**src/rtl/sector_cache_tag_controller_unit_defines.svh**
```systemverilog
// -----------------------------------------------------------------------------
// sector cache tag controller assertion macros
// shared concurrent assertion forms, clocked on clock, disabled in reset
// -----------------------------------------------------------------------------
`ifndef SECTOR_CACHE_TAG_CONTROLLER_UNIT_DEFINES_SVH
`define SECTOR_CACHE_TAG_CONTROLLER_UNIT_DEFINES_SVH

// same-cycle implication
`define SCTC_ASSERT_NOW(label, ante, cons, msg) \
   label: assert property (@(posedge clock) disable iff (reset) (ante) |-> (cons)) \
      else $error(msg);

// next-cycle implication
`define SCTC_ASSERT_NEXT(label, ante, cons, msg) \
   label: assert property (@(posedge clock) disable iff (reset) (ante) |=> (cons)) \
      else $error(msg);

`endif

```
**src/rtl/sctc_pkg.sv**
```systemverilog
// -----------------------------------------------------------------------------
// sctc_pkg
// shared types and field widths of the sector cache tag controller
// -----------------------------------------------------------------------------
package sctc_pkg;

   localparam int OP_W       = 2;
   localparam int SECTOR_W   = 32;
   localparam int COUNT_W    = 16;
   localparam int SLOT_OUT_W = 6;

   typedef enum logic [OP_W-1:0] {
      OP_READ  = 2'd0,
      OP_WRITE = 2'd1,
      OP_INIT  = 2'd2
   } op_type;

   // tag store update commands issued by the policy logic
   typedef struct packed {
      logic fill_en;
      logic inval_en;
      logic init_en;
   } ctl_type;

endpackage

```
**src/rtl/sctc_policy.sv**
```systemverilog
// -----------------------------------------------------------------------------
// sctc_policy
// fifo fill pointers, request decode and the result register
// -----------------------------------------------------------------------------
module sctc_policy
   import sctc_pkg::*;
#(
   parameter int DRIVES = 2,
   parameter int SLOTS  = 64,
   localparam int SLOT_W = $clog2(SLOTS),
   localparam int DIDX_W = (DRIVES > 1) ? $clog2(DRIVES) : 1
) (
   input  logic                  clock,
   input  logic                  reset,
   input  logic                  item_valid,
   input  logic [OP_W-1:0]       op,
   input  logic                  drive,
   input  logic [COUNT_W-1:0]    count,
   input  logic                  backing_ok,
   input  logic                  hit,
   input  logic [SLOT_W-1:0]     hit_slot,
   output ctl_type               ctl,
   output logic [SLOT_W-1:0]     fill_slot,
   output logic                  rsp_strobe,
   output logic                  rsp_hit,
   output logic [SLOT_OUT_W-1:0] rsp_slot,
   output logic                  rsp_slot_used,
   output logic                  rsp_status
);

   logic [SLOT_W-1:0] fill_ptr_ff [DRIVES];

   logic                  strobe_ff;
   logic                  hit_ff,    hit_in;
   logic [SLOT_OUT_W-1:0] slot_ff,   slot_in;
   logic                  used_ff,   used_in;
   logic                  status_ff, status_in;

   logic              drive_ok;
   logic [DIDX_W-1:0] drv_idx;
   logic [SLOT_W-1:0] ptr_cur;
   logic [SLOT_W-1:0] ptr_next;
   logic              single;

   assign drive_ok = (int'(drive) < DRIVES);
   assign drv_idx  = drive_ok ? DIDX_W'(drive) : '0;
   assign ptr_cur  = fill_ptr_ff[drv_idx];
   assign ptr_next = (ptr_cur == SLOT_W'(SLOTS - 1)) ? '0 : ptr_cur + 1'b1;
   assign single   = (count == COUNT_W'(1));
   assign fill_slot = ptr_cur;

   always_comb begin
      ctl       = '0;
      hit_in    = 1'b0;
      slot_in   = '0;
      used_in   = 1'b0;
      status_in = 1'b0;
      if (item_valid) begin
         if (!drive_ok) begin
            status_in = 1'b1;
         end else begin
            unique case (op)
               OP_READ: begin
                  if (single && hit) begin
                     hit_in  = 1'b1;
                     slot_in = SLOT_OUT_W'(hit_slot);
                     used_in = 1'b1;
                  end else if (!backing_ok) begin
                     status_in = 1'b1;
                  end else if (single) begin
                     ctl.fill_en = 1'b1;
                     slot_in     = SLOT_OUT_W'(ptr_cur);
                     used_in     = 1'b1;
                  end
               end
               OP_WRITE: begin
                  ctl.inval_en = 1'b1;
                  status_in    = !backing_ok;
               end
               OP_INIT: begin
                  ctl.init_en = 1'b1;
               end
               default: begin
               end
            endcase
         end
      end
   end

   always_ff @(posedge clock) begin
      if (reset) begin
         strobe_ff <= 1'b0;
         for (int d = 0; d < DRIVES; d++) begin
            fill_ptr_ff[d] <= '0;
         end
      end else begin
         strobe_ff <= item_valid;
         if (ctl.fill_en) begin
            fill_ptr_ff[drv_idx] <= ptr_next;
         end else if (ctl.init_en) begin
            fill_ptr_ff[drv_idx] <= '0;
         end
      end
   end

   always_ff @(posedge clock) begin
      hit_ff    <= hit_in;
      slot_ff   <= slot_in;
      used_ff   <= used_in;
      status_ff <= status_in;
   end

   assign rsp_strobe    = strobe_ff;
   assign rsp_hit       = hit_ff;
   assign rsp_slot      = slot_ff;
   assign rsp_slot_used = used_ff;
   assign rsp_status    = status_ff;

endmodule

```
**config.mk**
```make
export PLATFORM = sky130hd
export DESIGN_NAME = sctc_policy
export DESIGN_NICKNAME = d
export VERILOG_FILES = /design/src/rtl/sector_cache_tag_controller_unit_defines.svh /design/src/rtl/sctc_pkg.sv /design/src/rtl/sctc_policy.sv
export SDC_FILE = /design/constraint.sdc
export NUM_CORES = 1
export LEC_CHECK = 0
export BUFFER_PORTS_ARGS = -buffer_cell sky130_fd_sc_hd__buf_4
export CORE_UTILIZATION = 40
export CTS_CLUSTER_SIZE = 24
export DETAILED_ROUTE_END_ITERATION = 8
export GPL_ROUTABILITY_DRIVEN = 0
export PLACE_DENSITY = 0.72
export SLEW_MARGIN = 10
export SYNTH_ARGS = -nofsm -noshare
export SYNTH_HDL_FRONTEND = slang
export SYNTH_SLANG_ARGS = --single-unit
```
**constraint.sdc**
```tcl
create_clock -name clock -period 5.6 [get_ports clock]
set_input_delay 1.12 -clock clock [delete_from_list [all_inputs] [get_ports clock]]
set_output_delay 1.12 -clock clock [all_outputs]
set_load 0.005 [all_outputs]
```
Yosys cells after proc, flatten, opt, wreduce, memory -nomap -nowiden:

Memory sizes are Yosys's and may differ from the RTL's.
Index checks and enable logic that the tools add are counted.

* bits in latches: 0
* RAM bits: 12
* bits in read-only memories: 0
* memories: 1
* word-level logic and storage cells: 46
* output and inout bits: 19
* bits of input ports: 30
* register bits after elaboration: 10

* magnitude comparators: 0
* add/sub/neg operators: 1
* mux-type cells: 29
* $mul: 0
* reductions and logical operators: 5
* eq/ne operators: 4
* shifts and indexed selects: 0
* bitwise logic cells: 1
* divide/modulo/power cells: 0

Memory list
* fill_ptr_ff: words 2, bits a word 6, rd ports 1, clocked after Yosys merged registers in 0, wr ports 2, RTL line sctc_policy.sv:31 `logic [SLOT_W-1:0] fill_ptr_ff [DRIVES];`

Operator list (number)
* $mux W6: 6
* $mux W1: 21
* $eq A16 B1 Y1 const B: 1
* $add A6 B1 Y6 const B: 1
* $eq A6 B6 Y1 const B: 1
* $reduce_or A6 Y1: 1
* $mux W3: 1
* $eq A2 B1 Y1 const B: 1
* $eq A2 B2 Y1 const B: 1
* $logic_not A2 Y1: 1
* $pmux W1 S2: 1
* $reduce_and A2 Y1: 1
* $logic_and A1 B1 Y1: 1
* $logic_not A1 Y1: 1
* $or A1 B1 Y1: 1

Depth between registers and ports, before layout:

* depth after elaboration: 13
* depth in mapped cells: 6
* mapped depth without buffers: 5

Worst setup path after synthesis:

No wires, ideal clock.

* path kind: input port to output port
* from: input count[7]
* to: output ctl[2] (netlist bit)
* path buffers: 0
* slack: 2.512 ns
* arrival time: 1.968 ns
* cell stages on the path: 4
* required time: 4.480 ns
* cell sequence: nor4_2 -> nand3_2 -> or2_4 -> inv_1

RTL lines
* from (decl): RTL line sctc_policy.sv:18 `input logic [COUNT_W-1:0] count,`
* to (decl): RTL line sctc_policy.sv:22 `output ctl_type ctl,`

==> reports/results.ini <==
[status]
status=finished clean

[floorplanning]
core-area_sq_um=2540
initial_core_util_pct=43.8
num_rows=18
die_area_sq_um=3000
ios=49
die_w_microns=54.8
die_h_microns=54.8

[worst_setup_path]
crit_type=in -> out
worstRegToRegCells=5
end_kind=output pin
rr_startpoint=fill_ptr_ff[0][0]
setup.worst_path.start=count[2]
reg2reg_slack_ns=3.68
critPathCapture=ctl[2]
start_kind=input pin
worst_r2r_endpoint=fill_ptr_ff[0][5]
worst_ep_required_time_ns=4.48
path_max_fanout=7
cp_data_arrival_time_ns=2.34

[layout]
drive_gt1_share_pct=44.8
diodes=0
fin_nets=177
fin_area_sq_um=1540
area_growth_syn_to_layout_pct=38.3

[synthesis]
synth_largest_area_cell=edfxtp_1
synth_commonest_cells=edfxtp_1, dfxtp_1, nor4_1
syn_nets=126
synth_area_per_cell_sq_um=11.7
yosys_warnings=0
ys.flop_type=edfxtp_1
syn_inst=95
ys_ff_latch=22
synth_cell_types=33
synth_top_area_share_pct=32.3
seq_area_frac_synth_pct=50.3
syn-cell-area_sq_um=1110
synth_area_leaders=edfxtp_1, dfxtp_1, mux2_2
yosysMostFrequentCell=edfxtp_1
synth_edf_count=12
async_flop_share_pct=0

[place]
pre_cts_ws_ns=2.13
dp_hpwl_microns=1990
place_area_sq_um=1490
portBuffers=48

[grt]
grt_use_met1_pct=20.0
first_global_vias=890
use_met2_pct=33.1
grt-busiest-layer=met2
grt_pass1_wl_microns=3750
antenna_found_initial=0
grt-ovfl-total=0
grt_max_degree=16
use_met3_pct=2.50
grt.total_usage_pct=18.4

[timing]
grt_setup_unrepaired=no
post-route-period-util_pct=61.8
maxSlewViolCount=0
worst_slack_ns=2.14
fmax_ghz=0.289
worst_pin_slew_ns=0.933
slew-limit-headroom_pct=37.1
finClkSkew_ns=0.00375
timing.final.hold_violations=0
min_period_ns=3.46
finalSetupViolCount=0
tns_ns=0

[clock_tree]
cts_max_level=1
cts_root_buf=clkbuf_4
cts_resized=0
insertion_delay_ns=0.31
numCtsBuffers=3
cts_hold_buf=0
cts_tree=built
cts_setup_buffers=0
path_clk_slew_ns=0.12
cts_buffer_depth=2
numClockSinks=22

[routing]
detail_route.iter0.violations=21
drcViolationCount=0
vias_per_cell=5.41
ant_nets=0
dr_total_vias=946
drtPass1Iterations=4
routed_wire_length_per_instance_microns=14.1
wl_microns=2460

[flow_run]
maxCapViolCount=0

[power_and_ir_drop]
power_density_nw_per_um2=214
p_leak_uw=0.000647
ir_worst_vdd_mv=0.118

[min_path]
hold_path.class=reg -> reg

[kinds of logic (layout without fill, tap and decap cells)]
kind of cell / Yosys count / count (layout) / share of synthesized area, %
AND/OR/NAND/NOR: 40 / 40 / 24.8
AO/OA/AOI/OAI: 14 / 14 / 9.99
buffers and inverters: 6 / 56 / 3.03
XOR/XNOR: 6 / 6 / 4.71
flip-flops: 22 / 22 / 50.3
adder cells (fa/ha/maj): 1 / 1 / 1.12
multiplexers: 6 / 6 / 6.06
[placed cells by master, fill, tap and decap left out, types with 2 or more instances in the layout]
master    count
xor2_1        4
buf_4        48
edfxtp_1     12
and3b_1       2
inv_1         4
o21ai_0       3
nor4_1        8
nor3_1        6
nor3b_1       2
xnor2_1       2
dfxtp_1      10
mux2_2        6
nor2b_1       3
nor4_2        2
a22o_1        6
clkbuf_4      3
and3_1        2
nand2_1       5
nor2_1        2
[routing by layer]
layer	up-vias	wire, microns
met3	4	141
met4	0	38
met2	42	1300
met1	434	986
li1	466	-
met5	-	0
[layout make-up]
type | instances | area, sq um
Sequential cell | 22 | 561
Clock buffer | 4 | 47.5
Timing Repair Buffer | 48 | 360
Inverter | 4 | 15.0
Fill cell | 231 | 1000
Tap cell | 30 | 37.5
Multi-Input combinational cell | 67 | 520
[registers in the layout, summed over array words and instances, names as in the netlist]
register	count
rsp_hit	1
rsp_status	1
rsp_slot	6
fill_ptr_ff	12
rsp_strobe	1
rsp_slot_used	1
[through the flow]
step	hold WS, ns	utilization (%)	cells	total power, uW
finish	0.705	60.6	175	330
global route	0.730	60.6	175	342
CTS	0.707	60.6	175	334
detailed placement	0.685	58.7	171	230
global placement	0.670	58.7	171	229
floorplan	0.631	-	95	201
[worst max-delay path: stages]
cell     delay [ns]
buf_4          0.11
nor4_2         0.31
nand4_1        0.18
or2_4          0.29
inv_1          0.18
buf_4          0.15
[where the power goes]
part,switching (uW),internal [uW]
Sequential,2.72,175
Combinational,22.1,26.7
Clock,49.4,54.6
[worst min-delay path by stage]
stage / start / endpoint / slack [ns] / depth (start not counted)
global placement: fill_ptr_ff[0][1] / rsp_slot[1] / 0.67 / 2
CTS: fill_ptr_ff[0][5] / rsp_slot[5] / 0.71 / 2
detailed placement: fill_ptr_ff[0][5] / rsp_slot[5] / 0.68 / 2
global route: fill_ptr_ff[0][5] / rsp_slot[5] / 0.73 / 2
floorplan: fill_ptr_ff[1][1] / rsp_slot[1] / 0.63 / 2
finish: fill_ptr_ff[0][5] / rsp_slot[5] / 0.70 / 2
Power figures use the tool's default switching activity.
